`config.mk`:
```
export PLATFORM = sky130hd
export DESIGN_NAME = kmp_pattern_matcher_unit
export DESIGN_NICKNAME = d
export VERILOG_FILES = /design/src/sv/kmp_pkg.sv /design/src/sv/kmp_cell.sv /design/src/sv/kmp_pattern_matcher_unit.sv
export SDC_FILE = /design/constraint.sdc
export NUM_CORES = 1
export LEC_CHECK = 0
export BUFFER_PORTS_ARGS = -buffer_cell sky130_fd_sc_hd__buf_2
export CORE_ASPECT_RATIO = 1.5
export CORE_MARGIN = 2
export CORE_UTILIZATION = 55
export CTS_CLUSTER_SIZE = 25
export DETAILED_ROUTE_END_ITERATION = 12
export PLACE_DENSITY = 0.74
export SLEW_MARGIN = 0
export SYNTH_ARGS = -nofsm -noshare
export SYNTH_HDL_FRONTEND = slang
export SYNTH_SLANG_ARGS = --single-unit
```
`constraint.sdc`:
```
create_clock -name clk -period 3.3 [get_ports clk]
set_input_delay 0.66 -clock clk [delete_from_list [all_inputs] [get_ports clk]]
set_output_delay 0.66 -clock clk [all_outputs]
set_load 0.01 [all_outputs]
```
`src/sv/kmp_pkg.sv`:
```
// Shared types and constants of the pattern matcher.
// Used by kmp_cell, kmp_pattern_matcher_unit and the testbench; depends on nothing else.
package kmp_pkg;

    // Kind of input word, carried in tuser.
    localparam logic OP_START = 1'b0;
    localparam logic OP_TEXT  = 1'b1;

    // Configuration register indexes.
    localparam int unsigned CFG_INDEX_W = 2;
    localparam logic [CFG_INDEX_W-1:0] REG_PATTERN_LOW  = 2'd0;
    localparam logic [CFG_INDEX_W-1:0] REG_PATTERN_HIGH = 2'd1;
    localparam logic [CFG_INDEX_W-1:0] REG_PATTERN_LEN  = 2'd2;

    localparam int unsigned CFG_DATA_W  = 64;
    localparam int unsigned LEN_CFG_W   = 5;
    localparam int unsigned BYTE_W      = 8;
    localparam int unsigned OUT_POS_W   = 16;
    localparam int unsigned OUT_DATA_W  = 40;

    // Bit places of the result fields in the output tdata.
    localparam int unsigned OUT_MATCH_BIT = 0;
    localparam int unsigned OUT_FIRST_BIT = 17;

    // Control handed to every cell of the row.
    typedef struct packed {
        logic              start;
        logic              step;
        logic [BYTE_W-1:0] text_byte;
    } cell_ctrl_t;

endpackage

```
`src/sv/kmp_cell.sv`:
```
// One cell of the matching row: holds one pattern byte and one prefix-match bit.
// Depends on kmp_pkg for the cell control struct.
module kmp_cell
(
    input  logic                      clk,
    input  logic                      rst_n,
    input  kmp_pkg::cell_ctrl_t       ctrl,
    input  logic [kmp_pkg::BYTE_W-1:0] load_byte,
    input  logic                      carry_in,
    output logic                      hit,
    output logic                      hit_next
);

    logic [kmp_pkg::BYTE_W-1:0] pat_reg;
    logic                       hit_reg;

    // The prefix ending here extends the shorter prefix handed on by the left neighbour.
    assign hit_next = carry_in && (pat_reg == ctrl.text_byte);
    assign hit      = hit_reg;

    always_ff @(posedge clk or negedge rst_n)
    begin
        if (!rst_n)
        begin
            pat_reg <= '0;
            hit_reg <= 1'b0;
        end
        else if (ctrl.start)
        begin
            pat_reg <= load_byte;
            hit_reg <= 1'b0;
        end
        else if (ctrl.step)
        begin
            hit_reg <= hit_next;
        end
    end

endmodule

```
`src/sv/kmp_pattern_matcher_unit.sv`:
```
// Top level of the pattern matcher: configuration, row of cells, position and result register.
// Depends on kmp_pkg and kmp_cell.
//
//  channel | signals                          | contents
//  s       | s_tvalid s_tready s_tdata s_tuser | text byte, operation, last byte on s_tlast
//  m       | m_tvalid m_tready m_tdata m_tlast | match and first-match fields, done on m_tlast
//  cfg     | cfg_write cfg_index cfg_data      | pattern low, pattern high, pattern length
//
// One word is accepted per clock unless stalled; its result is registered and shown on the following cycle.
// The rate is set by the single update of the cell row, in which every cell compares in parallel.
// A start word loads the pattern into the cells and clears all match bits and positions.
// Reset clears the pattern to one zero byte of length one; input stalls only on a full result slot.
module kmp_pattern_matcher_unit
#(
    parameter int unsigned PATTERN_MAX   = 16,
    parameter int unsigned POSITION_BITS = 16
)
(
    input  logic                                clk,
    input  logic                                rst_n,
    input  logic                                s_tvalid,
    output logic                                s_tready,
    input  logic [7:0]                          s_tdata,   // text_byte
    input  logic                                s_tuser,   // operation
    input  logic                                s_tlast,   // last_byte
    output logic                                m_tvalid,
    input  logic                                m_tready,
    // match_here, match_start[15:0], first_found, first_start[15:0], zero fill
    output logic [kmp_pkg::OUT_DATA_W-1:0]      m_tdata,
    output logic                                m_tlast,   // search_done
    input  logic                                cfg_write,
    input  logic [kmp_pkg::CFG_INDEX_W-1:0]     cfg_index,
    input  logic [kmp_pkg::CFG_DATA_W-1:0]      cfg_data
);

    localparam int unsigned LEN_W  = $clog2(PATTERN_MAX + 1);
    localparam int unsigned IDX_W  = $clog2(PATTERN_MAX);
    localparam int unsigned WIDE_W = (POSITION_BITS > kmp_pkg::OUT_POS_W) ?
                                     POSITION_BITS : kmp_pkg::OUT_POS_W;
    localparam logic [POSITION_BITS-1:0] POS_MAX = '1;

    logic [kmp_pkg::CFG_DATA_W-1:0] pattern_low_reg;
    logic [kmp_pkg::CFG_DATA_W-1:0] pattern_high_reg;
    logic [kmp_pkg::LEN_CFG_W-1:0]  length_reg;

    logic [LEN_W-1:0]          act_len_reg;
    logic [LEN_W-1:0]          act_len_next;
    logic [POSITION_BITS-1:0]  pos_reg;
    logic [POSITION_BITS-1:0]  pos_next;
    logic                      first_seen_reg;
    logic                      first_seen_next;
    logic [POSITION_BITS-1:0]  first_pos_reg;
    logic [POSITION_BITS-1:0]  first_pos_next;

    logic                              out_valid_reg;
    logic [kmp_pkg::OUT_DATA_W-1:0]    out_data_reg;
    logic [kmp_pkg::OUT_DATA_W-1:0]    out_data_next;
    logic                              out_last_reg;
    logic                              out_last_next;

    logic                      accept;
    kmp_pkg::cell_ctrl_t       ctrl;
    logic [PATTERN_MAX-1:0]    hit_vec;
    logic [PATTERN_MAX-1:0]    hit_next_vec;
    logic [IDX_W-1:0]          last_idx;
    logic                      match_here;
    logic [POSITION_BITS-1:0]  match_pos;
    logic [WIDE_W-1:0]         match_wide;
    logic [WIDE_W-1:0]         first_wide;

    assign s_tready = !out_valid_reg || m_tready;
    assign accept   = s_tvalid && s_tready;

    assign ctrl.start     = accept && (s_tuser == kmp_pkg::OP_START);
    assign ctrl.step      = accept && (s_tuser == kmp_pkg::OP_TEXT);
    assign ctrl.text_byte = s_tdata;

    // Configuration registers.
    always_ff @(posedge clk or negedge rst_n)
    begin
        if (!rst_n)
        begin
            pattern_low_reg  <= '0;
            pattern_high_reg <= '0;
            length_reg       <= kmp_pkg::LEN_CFG_W'(1);
        end
        else if (cfg_write)
        begin
            unique case (cfg_index)
                kmp_pkg::REG_PATTERN_LOW:  pattern_low_reg  <= cfg_data;
                kmp_pkg::REG_PATTERN_HIGH: pattern_high_reg <= cfg_data;
                kmp_pkg::REG_PATTERN_LEN:  length_reg       <= cfg_data[kmp_pkg::LEN_CFG_W-1:0];
                default: ;
            endcase
        end
    end

    // Row of cells; each passes its prefix-match bit to its right neighbour.
    genvar k;
    generate
        for (k = 0; k < PATTERN_MAX; k++)
        begin : g_cell
            logic [kmp_pkg::BYTE_W-1:0] load_byte;
            logic                       carry_in;

            if (k < 8)
            begin : g_low
                assign load_byte = pattern_low_reg[k*8 +: 8];
            end
            else
            begin : g_high
                assign load_byte = pattern_high_reg[(k-8)*8 +: 8];
            end

            if (k == 0)
            begin : g_first
                assign carry_in = 1'b1;
            end
            else
            begin : g_rest
                assign carry_in = hit_vec[k-1];
            end

            kmp_cell u_cell
            (
                .clk       (clk),
                .rst_n     (rst_n),
                .ctrl      (ctrl),
                .load_byte (load_byte),
                .carry_in  (carry_in),
                .hit       (hit_vec[k]),
                .hit_next  (hit_next_vec[k])
            );
        end
    endgenerate

    always_comb
    begin
        if (length_reg == '0)
        begin
            act_len_next = LEN_W'(1);
        end
        else if (length_reg > kmp_pkg::LEN_CFG_W'(PATTERN_MAX))
        begin
            act_len_next = LEN_W'(PATTERN_MAX);
        end
        else
        begin
            act_len_next = LEN_W'(length_reg);
        end
    end

    assign last_idx   = IDX_W'(act_len_reg - LEN_W'(1));
    assign match_here = hit_next_vec[last_idx];
    assign match_pos  = pos_reg - POSITION_BITS'(act_len_reg) + POSITION_BITS'(1);

    always_comb
    begin
        pos_next        = pos_reg;
        first_seen_next = first_seen_reg;
        first_pos_next  = first_pos_reg;
        if (ctrl.start)
        begin
            pos_next        = '0;
            first_seen_next = 1'b0;
            first_pos_next  = '0;
        end
        else if (ctrl.step)
        begin
            if (pos_reg != POS_MAX)
            begin
                pos_next = pos_reg + POSITION_BITS'(1);
            end
            if (match_here && !first_seen_reg)
            begin
                first_seen_next = 1'b1;
                first_pos_next  = match_pos;
            end
        end
    end

    assign match_wide = WIDE_W'(match_here ? match_pos : '0);
    assign first_wide = WIDE_W'(first_pos_next);

    always_comb
    begin
        if (s_tuser == kmp_pkg::OP_START)
        begin
            out_data_next = '0;
            out_last_next = 1'b0;
        end
        else
        begin
            out_data_next = {6'b0, first_wide[kmp_pkg::OUT_POS_W-1:0], first_seen_next,
                             match_wide[kmp_pkg::OUT_POS_W-1:0], match_here};
            out_last_next = s_tlast;
        end
    end

    always_ff @(posedge clk or negedge rst_n)
    begin
        if (!rst_n)
        begin
            act_len_reg    <= LEN_W'(1);
            pos_reg        <= '0;
            first_seen_reg <= 1'b0;
            first_pos_reg  <= '0;
            out_valid_reg  <= 1'b0;
        end
        else
        begin
            if (ctrl.start)
            begin
                act_len_reg <= act_len_next;
            end
            pos_reg        <= pos_next;
            first_seen_reg <= first_seen_next;
            first_pos_reg  <= first_pos_next;
            if (accept)
            begin
                out_valid_reg <= 1'b1;
            end
            else if (m_tready)
            begin
                out_valid_reg <= 1'b0;
            end
        end
    end

    always_ff @(posedge clk)
    begin
        if (accept)
        begin
            out_data_reg <= out_data_next;
            out_last_reg <= out_last_next;
        end
    end

    assign m_tvalid = out_valid_reg;
    assign m_tdata  = out_data_reg;
    assign m_tlast  = out_last_reg;

    // A start word answers with an all-zero result on the next cycle.
    a_start_result : assert property (@(posedge clk) disable iff (!rst_n)
        ctrl.start |=> (m_tvalid && (m_tdata == '0) && !m_tlast))
        else $error("start word did not give a zero result");

    // A reported match always comes with the first-match flag set.
    a_match_first : assert property (@(posedge clk) disable iff (!rst_n)
        (m_tvalid && m_tdata[kmp_pkg::OUT_MATCH_BIT]) |-> m_tdata[kmp_pkg::OUT_FIRST_BIT])
        else $error("match reported without first match flag");

    // The first-match flag and the text position only go back on a start word.
    a_first_kept : assert property (@(posedge clk) disable iff (!rst_n)
        $fell(first_seen_reg) |-> $past(ctrl.start))
        else $error("first match flag cleared without start");

    a_pos_mono : assert property (@(posedge clk) disable iff (!rst_n)
        (pos_reg < $past(pos_reg)) |-> $past(ctrl.start))
        else $error("text position went back without start");

endmodule

```
== Yosys cells after proc, flatten, opt, wreduce, memory -nomap -nowiden ==
Index checks and enable logic that the tools add are counted.
Operators by class
  add/subtract/negate cells: 4
  $mul: 0
  div/mod/pow operators: 0
  magnitude comparators: 2
  equality and inequality tests: 19
  shift operators: 0
  muxes and demuxes: 45
  bitwise logic cells: 1
  reduce and logical (&&, ||, !) cells: 32
Operator list (number)
  8-bit == test: 16
  16-bit two-way mux: 6
  1-bit two-way mux: 36
  16-bit by 1-bit adder with 16-bit output (second input constant): 2
  1-bit logical AND: 19
  16-bit != test (second input constant): 1
  16-bit by 5-bit subtractor with 16-bit output: 1
  5-bit two-way mux: 2
  2-bit AND reduction: 5
  2-bit nonzero test: 3
  5-bit > comparator (second input constant): 1
  5-bit logical NOT: 1
  4-bit by 5-bit < comparator with 1-bit output (second input constant): 1
  1-bit binary-select mux with 4-bit select: 1
  4-bit by 1-bit subtractor with 4-bit output (second input constant): 1
  2-bit by 1-bit == test with 1-bit output (second input constant): 1
  2-bit == test (second input constant): 1
  1-bit logical NOT: 2
  2-bit logical NOT: 1
  1-bit logical OR: 1
  1-bit NOT: 1
Storage, ports and cells
  register bits after elaboration: 356
  bits in latches: 0
  RAM bits: 0
  memory bits (read-only): 0
  input bits: 81
  word-level logic and storage cells: 146
  memories kept: 0

== Logic depth before layout (Yosys ltp) ==
  word-level depth: 8
  depth in mapped cells: 14
  mapped depth without buffers: 14

== Hierarchy ==
A second synthesis with hierarchy kept.
Second synthesis, totals
  cells, all modules: 1256
  area, all modules: 16300.6 um^2
Modules (own cells, without submodules)
  kmp_pattern_matcher_unit: instances 1, cells each 696, area each 9213.8 um^2, sequential area each 5357.6 um^2
  kmp_cell: instances 16, cells each 35, area each 442.9 um^2, sequential area each 225.2 um^2

== Worst setup path before layout ==
OpenSTA, ideal clock, no wires.
  path kind: in2reg
  start point: input m_tready
  end point: register first_pos_reg[12]
  library setup time: 79 ps
  data arrival time: 3091 ps
  required time: 3221 ps
  path slack: 130 ps
  cell stages on the path: 8
  path buffers: 2
  cells stage by stage: nand2b_1 -> nand2_1 -> clkinv_1 -> nand2_1 -> clkbuf_1 -> clkbuf_1 -> nand2_1 -> mux2i_1
Between the ends
  word-level cells in the longest chain between the ends: 5
Ends and longest elaborated chain
  start: declaration: line kmp_pattern_matcher_unit.sv:27  | input logic m_tready,
  1-bit logical OR (*): line kmp_pattern_matcher_unit.sv:71  | assign s_tready = !out_valid_reg || m_tready;
  1-bit logical AND (*): line kmp_pattern_matcher_unit.sv:72  | assign accept = s_tvalid && s_tready;
  named net accept: line kmp_pattern_matcher_unit.sv:61  | logic accept;
  1-bit logical AND: line kmp_pattern_matcher_unit.sv:75  | assign ctrl.step = accept && (s_tuser == kmp_pkg::OP_TEXT);
  16-bit two-way mux: line kmp_pattern_matcher_unit.sv:168  | else if (ctrl.step)
  16-bit two-way mux (*): line kmp_pattern_matcher_unit.sv:162  | if (ctrl.start)
  named net first_pos_next[12]: line kmp_pattern_matcher_unit.sv:53  | logic [POSITION_BITS-1:0] first_pos_next;
  end signal: assignment: line kmp_pattern_matcher_unit.sv:218  | first_pos_reg <= first_pos_next;
  end: declaration: line kmp_pattern_matcher_unit.sv:52  | logic [POSITION_BITS-1:0] first_pos_reg;
Mark *: on every way through the listed nets, which the timed path passes. The rest lies on a longest branch.
A chain may end at the register's enable or synchronous reset.

== Worst setup path in the final report ==
  start point: register act_len_reg[0]
  end point: register out_data_reg (netlist bit m_tdata[33]), data pin
Between the ends
  word-level cells in the longest chain between the ends: 7
Ends and longest elaborated chain
  start: declaration: line kmp_pattern_matcher_unit.sv:46  | logic [LEN_W-1:0] act_len_reg;
  start signal: assignment: line kmp_pattern_matcher_unit.sv:214  | act_len_reg <= act_len_next;
  parallel branches: the longest is 4 deep, another holds 16-bit by 5-bit subtractor with 16-bit output
  16-bit two-way mux (*): line kmp_pattern_matcher_unit.sv:174  | if (match_here && !first_seen_reg)
  16-bit two-way mux (*): line kmp_pattern_matcher_unit.sv:168
  16-bit two-way mux (*): line kmp_pattern_matcher_unit.sv:162
  end signal: assignment: line kmp_pattern_matcher_unit.sv:234  | out_data_reg <= out_data_next;
  end: declaration: line kmp_pattern_matcher_unit.sv:56  | logic [kmp_pkg::OUT_DATA_W-1:0] out_data_reg;
Mark *: on every way between the ends. The select of a mux whose other input is x is not followed.

==> flow_summary.yaml <==
finish:
  syn_to_final_growth_pct: 14.3
  nNetsFinal: 1772
  antenna_cells: 0
  largest_reg_flops: 128
  drive_gt1_share_pct: 22.2
  stdcell_area_mm2: 0.0187
  fillers: 2272
worst_setup_path:
  crit_path_end: "m_tdata[33]"
  crit_fanout: 8
  crit_family: "compound AO/OA/AOI/OAI gates"
  reg2reg_slack_ns: 0.16
  crit_path_top_delay_cell: "dfstp_2"
  cp.depth: 13
  rr_startpoint: "act_len_reg[0]"
  critPathLaunch: "act_len_reg[0]"
  crit_type: "flop to flop"
  cp.required_ns: 3.57
  crit_chain: "clkinvlp_4 -> ha_1 -> ha_1 -> inv_1 -> fa_1 -> nor2b_1 -> o31a_1 -> o211ai_1 -> a31oi_2 -> mux2i_1 -> nor2_1 -> nand2_1 -> mux2i_1"
  r2r_end: "m_tdata[33]"
  r2r_cells: 13
  cp-end-kind: "flop"
  worst_setup_path_start_kind: "flop"
  cp_slowest_stage_delay_ns: 0.65
  cp.arrival_ns: 3.41
  crit_buf_inv: 2
clock_network:
  hold_buffers: 0
  clk_latency_ns: 0.53
  cts.htree.levels: 2
  clk_path_buf_depth: 3
  cts-root-buf: "clkbuf_16"
  cts_buffers: 34
  clkTransAtPathRegs_ns: 0.07
  clock-sinks: 350
  cts_tree: "done"
place:
  dp_hpwl_um: 24700
  gp_congestion: 0.874
  portBuffers: 117
  dpl-instance-area_mm2: 0.0175
power_and_ir_drop:
  p_sw_share_pct: 30.1
  peakVddDrop_mv: 0.553
  clockPowerShare_pct: 30.7
  p_switching_mw: 3.77
  p_int_mw: 8.73
  power.density_mw_per_mm2: 670
  p_comb_share_pct: 22.8
  pwr-share-seq_pct: 46.4
  leakagePower_nw: 9.02
  p_total_mw: 12.5
logic_synthesis:
  synth_seq_area_share_pct: 54.7
  synth_cell_type_count: 67
  synth-seq-cells: 350
  syn_inst: 1532
  async_flop_share_pct: 90.0
  synth-edff-count: 35
  yosysWarnings: 0
  synthesis.area_mm2: 0.0163
  avgSynthCellArea_um2: 10.7
  synth-main-ff-cell: "dfrtp_1"
floorplanning:
  ios: 124
  core-area_mm2: 0.0294
  die_height_um: 215
  fp-row-count: 77
  fp.dieArea_mm2: 0.0311
  initial_core_util_pct: 55.6
  die_w_um: 145
global_route:
  grt_max_degree: 109
  grt_pass1_wl_um: 59500
  grt_pass1_vias: 11500
  antenna_found_initial: 0
  grt_overflow_total: 0
  track_usage_pct: 24.5
sta:
  finalCriticalPeriod_ns: 3.14
  fmax_mhz: 319
  fin_setup_tns_ns: 0
  slew_headroom_pct: 53.2
  worstMarginPinSlew_ns: 0.694
  setup_violations: 0
  timing.final.crit_share_pct: 95.1
  skew_ns: 0.0215
  hold_viol_final: 0
  final-max-slew-violation-count: 0
  rsz0062_at_grt: "true"
detailed_routing:
  first_pass_iters: 5
  vias: 11100
  drtIter0Drc: 589
  routedWlPerCell_um: 17.6
  routed_wl_um: 36500
  routed_via_density: 5.36
  ant_nets: 0
  drc: 0
outcome:
  outcome: "finished, final reports clean"
hold_path:
  min_path_type: "input port to asynchronous set/reset pin"
run:
  maxCapViolCount: 0
-- synthesized netlist by cell type, types with 28 or more instances --
| cell type | n | area share [%] |
|---|---|---|
| nand2_1 | 487 | 11 |
| mux2_2 | 134 | 9.2 |
| clkbuf_1 | 49 | 1.1 |
| ha_1 | 31 | 2.4 |
| xor2_1 | 53 | 2.8 |
| inv_1 | 38 | 0.87 |
| dfrtp_1 | 313 | 48 |
| nor2_1 | 49 | 1.1 |
| xnor2_1 | 102 | 5.5 |
| nand3_1 | 28 | 0.86 |
| edfxtp_1 | 35 | 6.4 |
| mux2i_1 | 35 | 2.1 |
-- per-layer routing --
layer  up-vias  track usage (%)  part of all wire [%]
li1       5267                -                     -
met3        82             3.41                   3.4
met5         -                0                     0
met4         0             9.64                   3.8
met2       246             43.8                    53
met1      5533             29.5                    39
-- how the worst min path moves through the flow --
stage	cells after the start	endpoint	slack, ns
4_1_cts	1	pos_reg[0]	0.17
6_report	1	act_len_reg[3]	0.13
3_5_place_dp	2	g_cell[15].u_cell.pat_reg[0]	0.45
2_1_floorplan	0	act_len_reg[1]	0.36
5_1_grt	1	m_tvalid	0.18
3_3_place_gp	2	g_cell[8].u_cell.pat_reg[0]	0.44
-- power by group through the flow --
stage               registers (mW)  logic [mW]  clock network (mW)
global route                  5.89        3.16                4.09
detailed placement            5.87        2.83                   0
finish                        5.80        2.85                3.84
CTS                           5.80        2.87                3.90
global placement              5.85        2.75                   0
floorplan                     5.70        2.03                   0
-- cell type report --
class | count | area, um^2 | share of cell area, %
flip-flops and latches | 350 | 8940 | 47.9
multi-input cells | 1066 | 6840 | 36.7
repair buffers | 167 | 1150 | 6.14
clock buffers | 52 | 1020 | 5.48
well taps | 395 | 494 | 2.65
inverters | 40 | 154 | 0.824
clock inverters | 8 | 73.8 | 0.395
-- per-stage QoR --
step	cells	worst slack (ns)	hold WS [ns]	util, %
2_1_floorplan	1537	0.130	0.364	-
6_report	2078	0.163	0.133	63.5
3_5_place_dp	2017	0.0205	0.447	59.7
5_1_grt	2078	-0.0334	0.180	63.5
3_3_place_gp	2017	0.0876	0.442	59.7
4_1_cts	2077	0.0712	0.167	63.4
-- what timing repair did --
item,4_1_cts,5_1_grt
resized for setup,0,3
endpoints found under the setup margin,0,16
setup buffers,0,1
-- kinds of logic after synthesis --
group | share of synthesized area, %
flops | 54.7
buf+inv | 3.69
xor+xnor | 8.31
simple gates | 16.4
mux | 11.5
compound gates | 2.89
other cells | 0.0230
fa+ha+maj | 2.50
-- layout by cell type, fill, tap and decap left out, types with 3 or more instances in the layout --
master / n
dfrtp_1: 313
inv_1: 38
nand3b_1: 5
nor4_1: 10
mux2_2: 134
a22o_1: 5
nand3_1: 28
clkbuf_1: 12
nand4_1: 15
xnor2_1: 102
or3_1: 4
conb_1: 6
edfxtp_1: 35
xor2_1: 53
buf_2: 116
clkinv_2: 4
a21oi_1: 10
o21ai_0: 13
nor4_2: 3
nand2_1: 486
buf_12: 14
and3_1: 3
buf_4: 36
o211ai_1: 3
mux2i_1: 35
and2_1: 3
clkinvlp_4: 3
clkbuf_16: 38
nand2b_1: 4
nor2_1: 48
nor3_1: 19
ha_1: 31
Note: power is estimated with default switching activity, not from simulation.
